**src/rtl/core/icp_pkg.sv**
```systemverilog
`timescale 1ns / 1ps
`default_nettype none
package icp_pkg;
    localparam int LANES = 5;
    localparam int VALUE_W = 32;
    localparam int LIMIT_W = 64;
    localparam int CFG_INDEX_W = 3;
    localparam int PACKED_W = 64;
    localparam int POSITION_CODE_BITS_DEF = 16;
    localparam int GAIN_CODE_BITS_DEF = 12;
    localparam int QUEUE_DEPTH = 4;

    typedef enum logic [CFG_INDEX_W-1:0] {
        REG_POS       = 3'd0,
        REG_VEL       = 3'd1,
        REG_TORQUE    = 3'd2,
        REG_STIFFNESS = 3'd3,
        REG_DAMPING   = 3'd4
    } reg_index_t;

    localparam logic [CFG_INDEX_W-1:0] LIMIT_COUNT = 3'd5;

    typedef logic [LIMIT_W-1:0] limit_t;

    function automatic limit_t limit_reset(input int idx);
        limit_t v;
        begin
            case (idx)
                int'(REG_POS): v = 64'h00008000FFFF8000;
                int'(REG_VEL): v = 64'h000A0000FFF60000;
                int'(REG_TORQUE): v = 64'h000A0000FFF60000;
                int'(REG_STIFFNESS): v = 64'h0064000000000000;
                int'(REG_DAMPING): v = 64'h0014000000000000;
                default: v = '0;
            endcase
            return v;
        end
    endfunction
endpackage
`default_nettype wire

```
**src/rtl/core/icp_cmd_if.sv**
```systemverilog
`timescale 1ns / 1ps
`default_nettype none
interface icp_cmd_if;
    logic               valid;
    logic               ready;
    logic signed [31:0] pos_target;
    logic signed [31:0] vel_target;
    logic signed [31:0] torque_target;
    logic signed [31:0] stiffness_gain;
    logic signed [31:0] damping_gain;

    modport source (output valid, pos_target, vel_target, torque_target,
                    stiffness_gain, damping_gain, input ready);
    modport sink (input valid, pos_target, vel_target, torque_target,
                  stiffness_gain, damping_gain, output ready);
endinterface
`default_nettype wire

```
**src/rtl/core/icp_front.sv**
```systemverilog
`timescale 1ns / 1ps
`default_nettype none
module icp_front #(
    parameter int POSITION_CODE_BITS = icp_pkg::POSITION_CODE_BITS_DEF,
    parameter int GAIN_CODE_BITS = icp_pkg::GAIN_CODE_BITS_DEF,
    localparam int QB = (POSITION_CODE_BITS > GAIN_CODE_BITS) ? POSITION_CODE_BITS
                                                               : GAIN_CODE_BITS,
    localparam int PRW = icp_pkg::VALUE_W + QB,
    localparam int LW = PRW + icp_pkg::VALUE_W,
    localparam int EW = icp_pkg::LANES * LW + 1
) (
    input  wire logic                  clk,
    input  wire logic                  rst_n,
    icp_cmd_if.sink                    cmd,
    input  wire icp_pkg::limit_t       limits [icp_pkg::LANES],
    input  wire logic                  full,
    output logic                       push,
    output logic [EW-1:0]              entry
);
    localparam int VW = icp_pkg::VALUE_W;

    logic          s1_v_reg;
    logic [VW-1:0] d_reg [icp_pkg::LANES];
    logic [VW-1:0] span_reg [icp_pkg::LANES];
    logic [icp_pkg::LANES-1:0] fault_reg;
    logic          s2_v_reg;
    logic [EW-1:0] entry_reg;
    logic          s1_move;
    logic          s2_move;
    logic signed [VW-1:0] x [icp_pkg::LANES];
    logic [VW-1:0] d_next [icp_pkg::LANES];
    logic [VW-1:0] span_next [icp_pkg::LANES];
    logic [icp_pkg::LANES-1:0] fault_next;
    logic [EW-1:0] entry_next;

    assign s2_move = !s2_v_reg || !full;
    assign s1_move = !s1_v_reg || s2_move;
    assign cmd.ready = s1_move;
    assign push = s2_v_reg && !full;
    assign entry = entry_reg;

    assign x[icp_pkg::REG_POS] = cmd.pos_target;
    assign x[icp_pkg::REG_VEL] = cmd.vel_target;
    assign x[icp_pkg::REG_TORQUE] = cmd.torque_target;
    assign x[icp_pkg::REG_STIFFNESS] = cmd.stiffness_gain;
    assign x[icp_pkg::REG_DAMPING] = cmd.damping_gain;

    // Clamp to the limits and take the offset from the minimum and the span.
    always_comb
    begin
        logic signed [VW-1:0] lo;
        logic signed [VW-1:0] hi;
        logic signed [VW-1:0] xc;
        logic [VW:0] diff;
        logic [VW:0] sp;
        for (int l = 0; l < icp_pkg::LANES; l++)
        begin
            lo = limits[l][VW-1:0];
            hi = limits[l][2*VW-1:VW];
            xc = (x[l] < lo) ? lo : ((x[l] > hi) ? hi : x[l]);
            diff = {xc[VW-1], xc} - {lo[VW-1], lo};
            sp = {hi[VW-1], hi} - {lo[VW-1], lo};
            d_next[l] = diff[VW-1:0];
            span_next[l] = sp[VW-1:0];
            fault_next[l] = !(hi > lo);
        end
    end

    // Scale by the full code and force a zero code where the span is bad.
    always_comb
    begin
        logic [PRW-1:0] full_code;
        logic [PRW-1:0] prod;
        entry_next = '0;
        for (int l = 0; l < icp_pkg::LANES; l++)
        begin
            if (l == int'(icp_pkg::REG_POS))
                full_code = PRW'((1 << POSITION_CODE_BITS) - 1);
            else
                full_code = PRW'((1 << GAIN_CODE_BITS) - 1);
            prod = PRW'({{QB{1'b0}}, d_reg[l]} * full_code);
            entry_next[l*LW +: PRW] = fault_reg[l] ? '0 : prod;
            entry_next[l*LW+PRW +: VW] = fault_reg[l] ? VW'(1) : span_reg[l];
        end
        entry_next[EW-1] = |fault_reg;
    end

    always_ff @(posedge clk or negedge rst_n)
    begin
        if (!rst_n)
        begin
            s1_v_reg <= 1'b0;
            s2_v_reg <= 1'b0;
        end
        else
        begin
            if (s1_move)
                s1_v_reg <= cmd.valid;
            if (s2_move)
                s2_v_reg <= s1_v_reg;
        end
    end

    always_ff @(posedge clk)
    begin
        if (s1_move)
        begin
            d_reg <= d_next;
            span_reg <= span_next;
            fault_reg <= fault_next;
        end
        if (s2_move)
            entry_reg <= entry_next;
    end
endmodule
`default_nettype wire

```
**src/flat_wrapper.sv**
```systemverilog
// flat-port wrapper written by rule: the top's interface ports become plain ports
module icp_front_flat 
#(
    parameter int POSITION_CODE_BITS = icp_pkg::POSITION_CODE_BITS_DEF,
    parameter int GAIN_CODE_BITS = icp_pkg::GAIN_CODE_BITS_DEF,
    localparam int QB = (POSITION_CODE_BITS > GAIN_CODE_BITS) ? POSITION_CODE_BITS
                                                               : GAIN_CODE_BITS,
    localparam int PRW = icp_pkg::VALUE_W + QB,
    localparam int LW = PRW + icp_pkg::VALUE_W,
    localparam int EW = icp_pkg::LANES * LW + 1
)
  (clk, rst_n, limits, full, push, entry, cmd_valid, cmd_pos_target, cmd_vel_target, cmd_torque_target, cmd_stiffness_gain, cmd_damping_gain, cmd_ready);
  icp_cmd_if cmd_i ();
  input  wire logic clk;
  input  wire logic rst_n;
  input  wire icp_pkg::limit_t limits[icp_pkg::LANES];
  input  wire logic full;
  output logic push;
  output logic [EW-1:0] entry;
  input wire logic [$bits(cmd_i.valid)-1:0] cmd_valid;
  input wire logic [$bits(cmd_i.pos_target)-1:0] cmd_pos_target;
  input wire logic [$bits(cmd_i.vel_target)-1:0] cmd_vel_target;
  input wire logic [$bits(cmd_i.torque_target)-1:0] cmd_torque_target;
  input wire logic [$bits(cmd_i.stiffness_gain)-1:0] cmd_stiffness_gain;
  input wire logic [$bits(cmd_i.damping_gain)-1:0] cmd_damping_gain;
  output wire logic [$bits(cmd_i.ready)-1:0] cmd_ready;
  assign cmd_i.valid = cmd_valid;
  assign cmd_i.pos_target = cmd_pos_target;
  assign cmd_i.vel_target = cmd_vel_target;
  assign cmd_i.torque_target = cmd_torque_target;
  assign cmd_i.stiffness_gain = cmd_stiffness_gain;
  assign cmd_i.damping_gain = cmd_damping_gain;
  assign cmd_ready = cmd_i.ready;
  icp_front #(.POSITION_CODE_BITS(POSITION_CODE_BITS), .GAIN_CODE_BITS(GAIN_CODE_BITS)) u_core (.clk(clk), .rst_n(rst_n), .cmd(cmd_i), .limits(limits), .full(full), .push(push), .entry(entry));
endmodule
```
**config.mk**
```make
export PLATFORM = sky130hd
export DESIGN_NAME = icp_front_flat
export DESIGN_NICKNAME = d
export VERILOG_FILES = /design/src/rtl/core/icp_pkg.sv /design/src/rtl/core/icp_cmd_if.sv /design/src/rtl/core/icp_front.sv /design/src/flat_wrapper.sv
export SDC_FILE = /design/constraint.sdc
export NUM_CORES = 2
export LEC_CHECK = 0
export ABC_AREA = 0
export BUFFER_PORTS_ARGS = -buffer_cell sky130_fd_sc_hd__buf_2
export CORE_ASPECT_RATIO = 1.5
export CORE_MARGIN = 3
export CORE_UTILIZATION = 30
export DETAILED_ROUTE_END_ITERATION = 12
export PLACE_DENSITY_LB_ADDON = 0.1
export SYNTH_ARGS = -nofsm -noshare
export SYNTH_HDL_FRONTEND = slang
export SYNTH_SLANG_ARGS = --single-unit
export TNS_END_PERCENT = 30
```
**constraint.sdc**
```tcl
create_clock -name clk -period 13.6 [get_ports clk]
set_input_delay 2.72 -clock clk [delete_from_list [all_inputs] [get_ports clk]]
set_output_delay 2.72 -clock clk [all_outputs]
set_load 0.01 [all_outputs]
```
==> metrics.csv <==
metric;value;unit
portBuffers;870;
fin_tns_setup;0;ns
initial_core_util;30.15;%
final_cell_mix;inv_1, fa_1, ha_1, buf_2, edfxtp_1;
finalWorstSetupSlack;4.133;ns
antenna_found_initial;116;
clock-sinks;712;
ys_types;96;
wl_per_cell;22.32;µm
dp_hpwl;271900;µm
cts_hold_buf;0;
cp_data_arrival_time;9.97;ns
vias;67420;
clk_latency;0.76;ns
die_x;453.9;µm
outcome;finished clean;
cts_max_path_buffers;3;
ys.flop_type;edfxtp_1;
synthArstFlopShare;0.2809;%
drc;0;
htreeDepth;3;
relSlewSlack;22.81;%
synth_area_leaders;fa_1, edfxtp_1, ha_1;
pin_count;887;
nets;12560;
synthCells;9045;
ctsResizeCount;0;
viasPerCell;4.810;
end_kind;flip-flop;
hold_viol_final;0;
gr-total-overflow;0;
drt_iter0_drc;3175;
grt_max_degree;133;
cts-buffers-inserted;93;
cts_tree;built;
regArea;21370;µm²
final_common_cell;inv_1;
synth_top_area_share;24.68;%
core_area;299500;µm²
skew;0.03339;ns
min_path_type;flip-flop to flip-flop;
dpl_worst_slack;3.466;ns
crit_fanout;24;
ys_ff_latch;712;
yosys_warnings;0;
rsz0062_at_grt;no;
synthToLayoutAreaGrowth;13.79;%
cp.required;14.10;ns
avgSynthCellArea;9.982;µm²
antenna_left;0;
fin_crit;9.467;ns
fillCellCount;30810;
clockRootBuffer;clkbuf_16;
slew_viol_final;0;
drive_gt1_share;11.45;%
multi_input_area;61780;µm²
wl;312900;µm
first_pass_iters;7;
grt_pass1_vias;73700;
grt_pass1_wl;466500;µm
rows;246;
yosysSeqAreaShare;23.67;%
place_congestion;0.9440;
timing.fmax;0.1056;GHz
cap_violations;0;
path_clk_slew;0.06;ns
start_kind;primary input;
cts_setup_buffers;0;
synth_top_area_cell;fa_1;
dieArea;307700;µm²
worstSetupPathType;primary input to flip-flop;
period_share;69.61;%
die_h;677.9;µm
grt.total_usage;20.20;%
worst_pin_slew;1.151;ns
largest_reg_flops;385;
setup_viol;0;
synth_edf_count;710;
netlist_area;90290;µm²
==> path summary, 6_finish.rpt <==
path,from,end,slack [ns],cells past startpoint
hold reg to reg,u_core.span_reg[96],u_core.entry[128],0.50,1
setup / recovery,limits[225],u_core.d_reg[126],4.13,26
hold / removal,u_core.span_reg[96],u_core.entry[128],0.50,1
setup reg to reg,u_core.d_reg[138],u_core.entry[35],6.09,21
min in group asynchronous,rst_n,u_core.s1_v_reg,1.74,1
max in group asynchronous,rst_n,u_core.s2_v_reg,11.77,1
==> through the flow <==
stage / std cells / hold WS, ns / cell area (µm²) / util, %
2_1_floorplan: 9060 / 0.4354 / 90350 / -
3_3_place_gp: 13790 / 0.4861 / 99480 / 33.22
3_5_place_dp: 13790 / 0.4837 / 99480 / 33.22
4_1_cts: 13970 / 0.4995 / 102600 / 34.26
5_1_grt: 13990 / 0.5207 / 102700 / 34.28
6_report: 14020 / 0.4972 / 102700 / 34.31
==> synthesized netlist by cell type, drive strengths merged, types with 28 or more instances <==
cell type / count
inv: 1786
fa: 1113
ha: 1040
edfxtp: 710
a21oi: 625
nor2: 530
a21o: 341
nand2: 328
o21ai: 324
nor2b: 294
xnor2: 284
mux2i: 164
xor2: 133
nand3: 114
nor3: 111
clkbuf: 104
nand4: 101
o21a: 95
nand2b: 82
a211oi: 64
and3: 63
o211ai: 53
o21bai: 51
a31oi: 49
buf: 37
or2: 34
and2: 32
or3: 29
a21boi: 28
==> worst max-delay path: stages <==
cell and delay, ns:
buf_2 0.11, inv_1 0.08, ha_1 0.29, nor2b_1 0.13
o21a_1 0.16, o21ai_1 0.18, a21oi_1 0.11, o311ai_1 0.71
buf_4 0.28, a21boi_0 0.16, or3_1 0.39, a21boi_4 0.54
buf_4 0.57, mux2i_1 0.24, a21oi_1 0.09, ha_1 0.37
a21o_1 0.20, a21oi_1 0.21, o22ai_1 0.23, a211oi_1 0.94
o211ai_1 0.28, a31oi_1 0.31, nor2b_1 0.08, o21a_1 0.19
o211a_1 0.23, xor2_1 0.13
==> layer usage <==
layer / track usage (%) / wire length, µm / vias up
met2: 36.83 / 160900 / 1585
li1: - / - / 32240
met4: 6.821 / 11710 / 44
met5: 0 / 267 / -
met3: 4.283 / 19690 / 445
met1: 23.17 / 120400 / 33100
==> cell type report <==
cell class / instances / share of cell area, %
Antenna cell: 51 / 0.1242
Clock inverter: 70 / 0.6978
Timing Repair Buffer: 907 / 4.533
Sequential cell: 712 / 20.80
Tap cell: 3968 / 4.832
Clock buffer: 101 / 2.356
Multi-Input combinational cell: 6421 / 60.13
Inverter: 1786 / 6.525
==> kinds of logic after synthesis <==
group	count (synthesis)	synth area share, %
AO/OA/AOI/OAI	1836	12.99
adder cells (fa/ha/maj)	2153	39.09
buffers and inverters	1927	8.107
XOR/XNOR	417	4.045
AND/OR/NAND/NOR	1823	10.13
multiplexers	176	1.968
flip-flops	712	23.67
other	1	0.004153
Power is left out: the tool's default activity adds up to more than one toggle a clock period on the data nets, which glitch-free logic cannot reach.
