## src/rtl/core/icp_pkg.sv

```systemverilog
`timescale 1ns / 1ps
`default_nettype none
package icp_pkg;
    localparam int LANES = 5;
    localparam int VALUE_W = 32;
    localparam int LIMIT_W = 64;
    localparam int CFG_INDEX_W = 3;
    localparam int PACKED_W = 64;
    localparam int POSITION_CODE_BITS_DEF = 16;
    localparam int GAIN_CODE_BITS_DEF = 12;
    localparam int QUEUE_DEPTH = 4;

    typedef enum logic [CFG_INDEX_W-1:0] {
        REG_POS       = 3'd0,
        REG_VEL       = 3'd1,
        REG_TORQUE    = 3'd2,
        REG_STIFFNESS = 3'd3,
        REG_DAMPING   = 3'd4
    } reg_index_t;

    localparam logic [CFG_INDEX_W-1:0] LIMIT_COUNT = 3'd5;

    typedef logic [LIMIT_W-1:0] limit_t;

    function automatic limit_t limit_reset(input int idx);
        limit_t v;
        begin
            case (idx)
                int'(REG_POS): v = 64'h00008000FFFF8000;
                int'(REG_VEL): v = 64'h000A0000FFF60000;
                int'(REG_TORQUE): v = 64'h000A0000FFF60000;
                int'(REG_STIFFNESS): v = 64'h0064000000000000;
                int'(REG_DAMPING): v = 64'h0014000000000000;
                default: v = '0;
            endcase
            return v;
        end
    endfunction
endpackage
`default_nettype wire

```

## src/rtl/core/icp_fifo.sv

```systemverilog
`timescale 1ns / 1ps
`default_nettype none
module icp_fifo #(
    parameter int W = 8,
    parameter int DEPTH = icp_pkg::QUEUE_DEPTH
) (
    input  wire logic         clk,
    input  wire logic         rst_n,
    input  wire logic         push,
    input  wire logic [W-1:0] wdata,
    input  wire logic         pop,
    output logic [W-1:0]      rdata,
    output logic              full,
    output logic              empty
);
    localparam int PW = $clog2(DEPTH);
    localparam int CW = $clog2(DEPTH + 1);

    logic [W-1:0]  mem_reg [DEPTH];
    logic [PW-1:0] wr_reg;
    logic [PW-1:0] rd_reg;
    logic [CW-1:0] count_reg;

    assign full = (count_reg == CW'(DEPTH));
    assign empty = (count_reg == '0);
    assign rdata = mem_reg[rd_reg];

    always_ff @(posedge clk or negedge rst_n)
    begin
        if (!rst_n)
        begin
            wr_reg <= '0;
            rd_reg <= '0;
            count_reg <= '0;
        end
        else
        begin
            if (push)
                wr_reg <= (wr_reg == PW'(DEPTH - 1)) ? '0 : wr_reg + 1'b1;
            if (pop)
                rd_reg <= (rd_reg == PW'(DEPTH - 1)) ? '0 : rd_reg + 1'b1;
            if (push && !pop)
                count_reg <= count_reg + 1'b1;
            else if (pop && !push)
                count_reg <= count_reg - 1'b1;
        end
    end

    always_ff @(posedge clk)
    begin
        if (push)
            mem_reg[wr_reg] <= wdata;
    end
endmodule
`default_nettype wire

```

## config.mk

```make
export PLATFORM = sky130hd
export DESIGN_NAME = icp_fifo
export DESIGN_NICKNAME = d
export VERILOG_FILES = /design/src/rtl/core/icp_pkg.sv /design/src/rtl/core/icp_fifo.sv
export SDC_FILE = /design/constraint.sdc
export NUM_CORES = 1
export LEC_CHECK = 0
export BUFFER_PORTS_ARGS = -buffer_cell sky130_fd_sc_hd__buf_2
export CORE_UTILIZATION = 35
export CTS_CLUSTER_DIAMETER = 100
export DETAILED_ROUTE_END_ITERATION = 8
export GPL_ROUTABILITY_DRIVEN = 0
export PLACE_DENSITY_LB_ADDON = 0.25
export SLEW_MARGIN = 20
export SYNTH_ARGS = -nofsm -noshare
export SYNTH_HDL_FRONTEND = slang
export SYNTH_SLANG_ARGS = --single-unit
```

## constraint.sdc

```tcl
create_clock -name clk -period 2.1 [get_ports clk]
set_input_delay 0.42 -clock clk [delete_from_list [all_inputs] [get_ports clk]]
set_output_delay 0.42 -clock clk [all_outputs]
set_load 0.1 [all_outputs]
```

==> results, run 1 <==
- The number of nets in the synthesized netlist is 98.
- After synthesis, the share of flip-flops with an asynchronous set or reset is around 18%.
- The flow ran to the end, and the final reports show no timing, DRC or antenna violations.
- In this run the tool buffered the top-level ports with 21 buffer cells.
- Adding up every negative setup slack in the final design gives 0 ns.
- Using the TritonRoute via totals, the vias-per-cell ratio works out to 4.66.
- The cell area that synthesis handed to floorplanning was ~1600 sq um.
- Compared with the post-synthesis result, the final layout area differs by 21.5%.
- The remaining global-route overflow is 0.
- By area the synthesized netlist is led by sky130_fd_sc_hd__edfxtp_1 (61%), sky130_fd_sc_hd__mux4_2 (11%), sky130_fd_sc_hd__dfrtp_1 (11%).
- After detailed routing, the number of remaining DRC violations is 0.
- For this run, the number of Yosys warnings is 0.
- The number of failing setup endpoints in the final timing report is 0.
- The tool flagged a number of max-cap violations equal to 0.
- The combined global-route utilization of all metal layers is 11.8%.
- Static timing analysis puts the maximum clock frequency at 497 MHz.
- The pin count of the biggest net entering global routing is 14.
- The region available for standard cell placement spans 4140 sq um.
- The pre-antenna-repair detailed-routing pass consisted of 4 iterations.
- In the synthesized netlist, mux cells make up 12.9% of the area.
- The count of pins on the block boundary is 22.
- The number of nets with antenna violations after detailed routing is 0.
- The category of the worst setup path launch point is a flop.
- The worst-margin pin slew is 0.487 ns.
- The number of antenna repair diodes is 0.
- The later pin in the worst-skew pair is clocked with a latency of about 0.28 ns.
- The first global-routing pass estimated 3730 um of wire.
- Summing the areas of all compound-gate instances in the mapped netlist gives 1.20% of the synthesized area.
- TritonCTS built the clock tree.
- Summing the areas of all fa, ha and maj instances in the mapped netlist gives 6.07% of the synthesized area.
- Counting the buffers created by CTS gives 5.
- By startpoint and endpoint, the worst setup path is classified as reg -> out.
- The via count of the first global-routing pass is 758.
- The post-route netlist has 40.4% of its cells at a drive strength greater than 1.
- Of the post-synthesis cell area, the dominant cell type holds 61.3%.
- The worst hold slack is 0.345 ns.
- A synthesized cell averages approximately 20 sq um.
- The sequential area share after synthesis is 72.5%.
- Summed over all layers, the routed wires come to 2340 um.
- The root buffer cell chosen for the clock tree is sky130_fd_sc_hd__clkbuf_8.
- In the post-synthesis netlist, the cell with the most instances is sky130_fd_sc_hd__edfxtp_1.
- The worst setup path is captured at an output pin.
- By area, the combinational part of the netlist is dominated by multiplexers.
- The number of enable-type register cells in the synthesized netlist is 32.
- The post-synthesis xor/xnor area fraction is under 10%.
- In this run, distinct cell masters in the synthesized netlist total 18.
- Synthesis produced 79 cells.
- The final clock skew is just over 0.005 ns.
- For the worst setup path, the data arrival time is about 1.6 ns.
- Walking the worst path, the cells encountered are buf_4 -> mux4_2 -> buf_2.
- The count of state elements after synthesis is 39.
- After detailed routing, the average wire length per cell comes to about 15 um.
- The number of DRC violations after detailed-routing iteration 0 is 22.
- The dominant register cell in the synthesized netlist is sky130_fd_sc_hd__edfxtp_1.
- The initial core utilization is 37.8%.
- The final number of hold-violating endpoints is 0.
- The required time of the worst setup path is ~1.7 ns.
- The synthesized netlist devotes 3.67% of its cell area to simple gates.
- The floorplan step set the die height to a little under 70 um.
- The total count of max-transition violations in the final report is 0.
- The die is ~70 um wide.
- The min-delay analysis places its worst path in the category in -> reg.
- The number of placement rows is 23.
- After clock tree synthesis, the clock-pin slew on the worst setup and hold paths is approximately 0.080 ns.
- The die covers 4750 sq um.
- For this block, the via count after detailed routing is approximately 740.
- The cell at the slowest stage of the critical path is sky130_fd_sc_hd__mux4_2.
- Counting instances in the post-synthesis netlist gives the leading cell types as sky130_fd_sc_hd__edfxtp_1 (32), sky130_fd_sc_hd__mux4_2 (8), sky130_fd_sc_hd__dfrtp_1 (7).
- In the finished design, the share of the clock period the worst path needs comes to about 96%.
- The number of antenna violations at the first check in global routing was 0.
- Along the worst path, the maximum fanout reaches 5.
- The number of flip-flops in the largest register is 32.
- The routed design could run at a clock period as short as 2.01 ns.
- Summed over all instances, the cell type with the most area after synthesis is sky130_fd_sc_hd__edfxtp_1.
- The final net count is 127.
- CTS built an H-tree with a depth of 2.
- The number of sinks driven by the clock tree is 39.
- In this run the tightest slew margin relative to its limit is 67.8%.
- The clock tree buffer depth is 2.
- The largest single stage delay on the critical path is 0.50 ns.
- Setup repair after global routing left no endpoint under its margin.
## metrics by stage
stage               area [sq um]  utilization, %  std cells  setup slack, ns
floorplan                   1580               -         79           0.0233
global placement            1740            42.1        150            0.354
detailed placement          1740            42.1        150            0.334
CTS                         1890            45.6        159           0.0158
global route                1910            46.0        159          0.00215
finish                      1910            46.0        159           0.0879
## critical path: cells and delay by family (launching register included)
kind | cells | cell delay (ns)
buffers and inverters | 2 | 0.46
multiplexers | 1 | 0.50
flip-flops | 1 | 0.35
## repair_timing
action	in CTS	in global routing
hold buffers	1	0
hold endpoints to repair	7	0
setup buffers	0	0
setup endpoints to repair	0	6
resized for setup	0	12
## routing by layer
metal	GRT usage, %	part of all wire [%]	vias to the layer above
li1	-	-	359
met1	13.8	42	364
met2	18.8	53	13
met3	3.95	3.2	5
met4	6.89	1.8	0
met5	0	0	-
## logic make-up after synthesis
kind of cell | after synthesis
mux | 10
compound gates | 3
fa+ha+maj | 7
buf+inv | 6
xor+xnor | 3
simple gates | 11
flops | 39
## placed cells by master (no fill, tap or decap), types with 4 or more instances in the layout
master,instances
sky130_fd_sc_hd__and2_1,4
sky130_fd_sc_hd__inv_1,4
sky130_fd_sc_hd__buf_2,15
sky130_fd_sc_hd__clkbuf_8,5
sky130_fd_sc_hd__ha_1,6
sky130_fd_sc_hd__edfxtp_1,32
sky130_fd_sc_hd__buf_4,8
sky130_fd_sc_hd__mux4_2,8
sky130_fd_sc_hd__dfrtp_1,7
## worst paths after layout
kind                              startpoint            end  slack (ns)  cells past startpoint
worst max register to register     wr_reg[0]  mem_reg[0][7]        0.70                      3
max in group asynchronous              rst_n      rd_reg[1]        1.44                      2
worst max-delay path               rd_reg[0]       rdata[4]        0.09                      3
min in group asynchronous              rst_n   count_reg[2]        0.50                      2
worst min-delay path                wdata[3]  mem_reg[2][3]        0.35                      1
worst min register to register  count_reg[2]   count_reg[2]        0.51                      1
## cell type report
cell class	count	area, sq um
Multi-Input combinational cell	34	410
Clock buffer	5	68.8
Timing Repair Buffer	24	145
Inverter	4	15.0
Clock inverter	3	67.6
Sequential cell	39	1140
Tap cell	50	62.6
Fill cell	373	2240
Power of run 1 is left out: the tool's default activity adds up to more than one toggle a clock period on the data nets, which glitch-free logic cannot reach.
==> run 2: changes to the inputs <==
- ABC_AREA: default -> 1
==> results, run 2 <==
- The run finished with clean final reports.
- The share of the clock period used by the worst path is 91.2% (-4.7 points).
- The number of antenna repair diodes is 0 (unchanged).
- The leading cell type in the layout, fill and taps excluded is sky130_fd_sc_hd__nand2_1.
- The most critical setup path has its endpoint at rdata[1].
- The core area is 4720 sq um (+14%).
- The number of antenna violations at the first check in global routing is 0 (unchanged).
- The number of cell instances on the worst register-to-register path came to 4 (+1).
- The reg-to-reg setup timing slack is 0.68 ns (-0.02 ns).
- The count of synthesis-stage warnings from yosys came to 0 (unchanged).
- The instance count of the mapped netlist was 145 (+84%).
- The sum of negative setup slack was 0 ns (unchanged).
- The largest fanout of any net on the critical path is 10 (+5).
- The full die area came to 5160 sq um (+8.7%).
- The dominant register cell in the synthesized netlist is sky130_fd_sc_hd__edfxtp_1.
- The CTS tree is built.
- The chip width is 71.9 um (+4.3%).
- The shortest clock period the worst path allows after layout is 1.91 ns (-0.0978 ns).
- The first-pass GRT wire length was 4750 um (+27%).
- The mean area per synthesized cell is 11.8 sq um (-41%).
- The worst hold-check path type is in -> reg.
- In this run the worst setup path begins at rd_reg[1].
- The startpoint identified for the worst hold timing path is wdata[6].
- The total of buffers placed on input and output ports is 21 (unchanged).
- The critical path goes through inv_2 -> o211ai_1 -> nand2_1 -> buf_12.
- The H-tree depth is 2 (unchanged).
- The fill cell instance count of the final layout is 441 (+18%).
- The signal arrival time at the worst endpoint was 1.49 ns (-0.10 ns).
- After legalization and detailed placement, the total HPWL measured 1970 um.
- The final number of hold-violating endpoints is 0 (unchanged).
- The type of element capturing the critical path is an output pin.
- The clock latency on the worst-skew pair was 0.28 ns (about the same).
- The top cell types in the final layout, fill and taps aside, are sky130_fd_sc_hd__nand2_1 (40), sky130_fd_sc_hd__edfxtp_1 (32), sky130_fd_sc_hd__inv_1 (27).
- Sorting the synthesized cells by how often they occur yields sky130_fd_sc_hd__nand2_1 (40), sky130_fd_sc_hd__edfxtp_1 (32), sky130_fd_sc_hd__inv_1 (27).
- The final clock skew is 0.00586 ns (+0.000735 ns).
- The required time of the worst setup path was 1.68 ns (about the same).
- The count of distinct cell types in the synthesized netlist is 18 (unchanged).
- The number of sinks driven by the clock tree was 39 (unchanged).
- The post-CTS repair timing setup buffer count is 0 (unchanged).
- The relative slew slack is 67.8% (about the same).
- By instance count, the leading cell after synthesis is sky130_fd_sc_hd__nand2_1.
- Relative to the synthesized area, the layout overhead comes to 24.8%.
- The biggest cell delay along the critical path is 0.59 ns (+0.09 ns).
- The number of nets with antenna violations after detailed routing was 0 (unchanged).
- The combined global-route utilization of all metal layers is 12.7% (+0.88 points).
- The count of max-cap constraint violations is 0 (unchanged).
- The sequential area share after synthesis came to 66.5% (-5.9 points).
- The CTS buffer count is 5 (unchanged).
- The die height is 71.9 um (+4.3%).
- The synthesized net count is 164 (+67%).
- The category of the most critical setup path is reg -> out.
- The count of pins on the block boundary is 22 (unchanged).
- The category of the worst setup path launch point is a flop.
- The count of state elements after synthesis came to 39 (unchanged).
- The maximum clock rate is 522 MHz (+5.1%).
- The worst reg2reg path startpoint is wr_reg[0].
- In the post-synthesis netlist, the biggest area contributors are sky130_fd_sc_hd__edfxtp_1 (56%), sky130_fd_sc_hd__dfrtp_1 (10%), sky130_fd_sc_hd__nand2_1 (8.8%).
- The number of enable-type register cells in the synthesized netlist is 32 (unchanged).
- The number of search-and-repair iterations in the first detailed-routing pass is 4 (unchanged).
- The via count of the first global-routing pass came to 1022 (+35%).
- The total via count in the routed design is 1026 (+38%).
- The worst-margin pin slew is 0.486 ns (-0.000928 ns).
- The share of the synthesized area in the top cell type was 56.3% (-5.0 points).
- The number of flip-flops in the largest register was 32 (unchanged).
- The CTS clock-pin slew for the worst setup and hold paths is 0.08 ns (about the same).
- The number of DRC violations after detailed routing is 0 (unchanged).
- The number of placement rows came to 25 (+8.7%).
- The number of DRC violations after detailed-routing iteration 0 is 34 (+55%).
- The proportion of register bits with asynchronous set or reset after synthesis is 17.9% (unchanged).
- The share of post-route cells with drive strength above 1 is 19.3% (-21 points).
- The total detailed-routing wirelength is 2840 um (+21%).
- The total count of max-transition violations in the final report is 0 (unchanged).
- The detailed-route vias per instance came to 4.31 (-7.5%).
- The final net count is 189 (+49%).
- The initial core utilization is 36.2% (-1.7 points).
- The pin count of the biggest net entering global routing was 34 (+20).
- The root buffer cell is sky130_fd_sc_hd__clkbuf_8.
- On the critical path, the stage with the largest delay is an instance of sky130_fd_sc_hd__dfrtp_1.
- The average wire per cell in the routed design is 11.9 um (-19%).
- The clock tree buffer depth is 2 (unchanged).
- Setup repair after global routing left no endpoint under its margin.
- In this run the critical register-to-register path is captured at mem_reg[0][0].
- The number of failing setup endpoints in the final timing report was 0 (unchanged).
- Of all cell types, the one taking the most synthesized area is sky130_fd_sc_hd__edfxtp_1.
- The remaining global-route overflow came to 0 (unchanged).
- The total standard cell area after synthesis is 1710 sq um (+8.9%).
[run 2: cell count changes after synthesis, moves of 2 or more]
cell                       delta
sky130_fd_sc_hd__mux2_2       -2
sky130_fd_sc_hd__o211ai_1    +16
sky130_fd_sc_hd__and2_1       -4
sky130_fd_sc_hd__inv_1       +23
sky130_fd_sc_hd__inv_2        +2
sky130_fd_sc_hd__xor2_1       -2
sky130_fd_sc_hd__mux4_2       -8
sky130_fd_sc_hd__nand2_1     +38
[run 2: per-stage QoR]
step / util, % / area, sq um / instances / hold slack (ns) / setup slack, ns
2_1_floorplan: - / 1720 / 145 / 0.124 / 0.0265
3_3_place_gp: 42.0 / 1980 / 229 / 0.264 / 0.433
3_5_place_dp: 42.0 / 1980 / 229 / 0.265 / 0.388
4_1_cts: 45.1 / 2130 / 238 / 0.342 / 0.0658
5_1_grt: 45.1 / 2130 / 238 / 0.334 / 0.0450
6_report: 45.1 / 2130 / 238 / 0.350 / 0.186
[run 2: worst min path at each step]
stage                    end  slack, ns  cells after the start
4_1_cts        mem_reg[0][3]       0.34                      1
3_5_place_dp    count_reg[2]       0.26                      1
3_3_place_gp    count_reg[2]       0.26                      1
5_1_grt        mem_reg[2][3]       0.33                      1
6_report       mem_reg[0][6]       0.35                      1
2_1_floorplan   count_reg[0]       0.12                      0
[run 2: logic make-up (layout without fill, tap and decap cells)]
kind of cell	after synthesis	after routing	share of synthesized area, %
and+or+nand+nor	45	45	10.3
buffers and inverters	33	59	8.94
AOI/OAI and AO/OA	20	20	8.20
DFF	39	39	66.5
adders and majority gates	7	7	5.57
xor gates and xnor gates	1	1	0.513
[run 2: repair_timing]
| action | in CTS | in global routing |
|---|---|---|
| setup endpoints to repair | 0 | 8 |
| hold endpoints to repair | 7 | 0 |
| gates resized for setup | 0 | 2 |
| hold buffers | 1 | 0 |
[run 2: final cells by class]
cell class	count	area [sq um]	area share [%]
clock buffer	5	68.8	3.23
clock inverter	3	67.6	3.17
inverter	29	111	5.22
multi-input combinational	73	429	20.1
sequential	39	1140	53.3
tap	67	83.8	3.93
timing repair buffer	22	235	11.0
[run 2: worst max-delay path, delay by kind of cell, from the launching register on]
kind,cells,cell delay [ns]
flops,1,0.59
buf+inv,2,0.35
compound gates,1,0.14
simple gates,1,0.12
[run 2: routing by layer]
metal  track usage (%)  up-vias  part of all wire [%]
met2              19.9       22                    49
met3              3.23        7                   3.9
li1                  -      531                     -
met1              16.0      466                    44
met4              7.19        0                   2.3
met5                 0        -                     0
Power of run 2 is left out for the same reason.
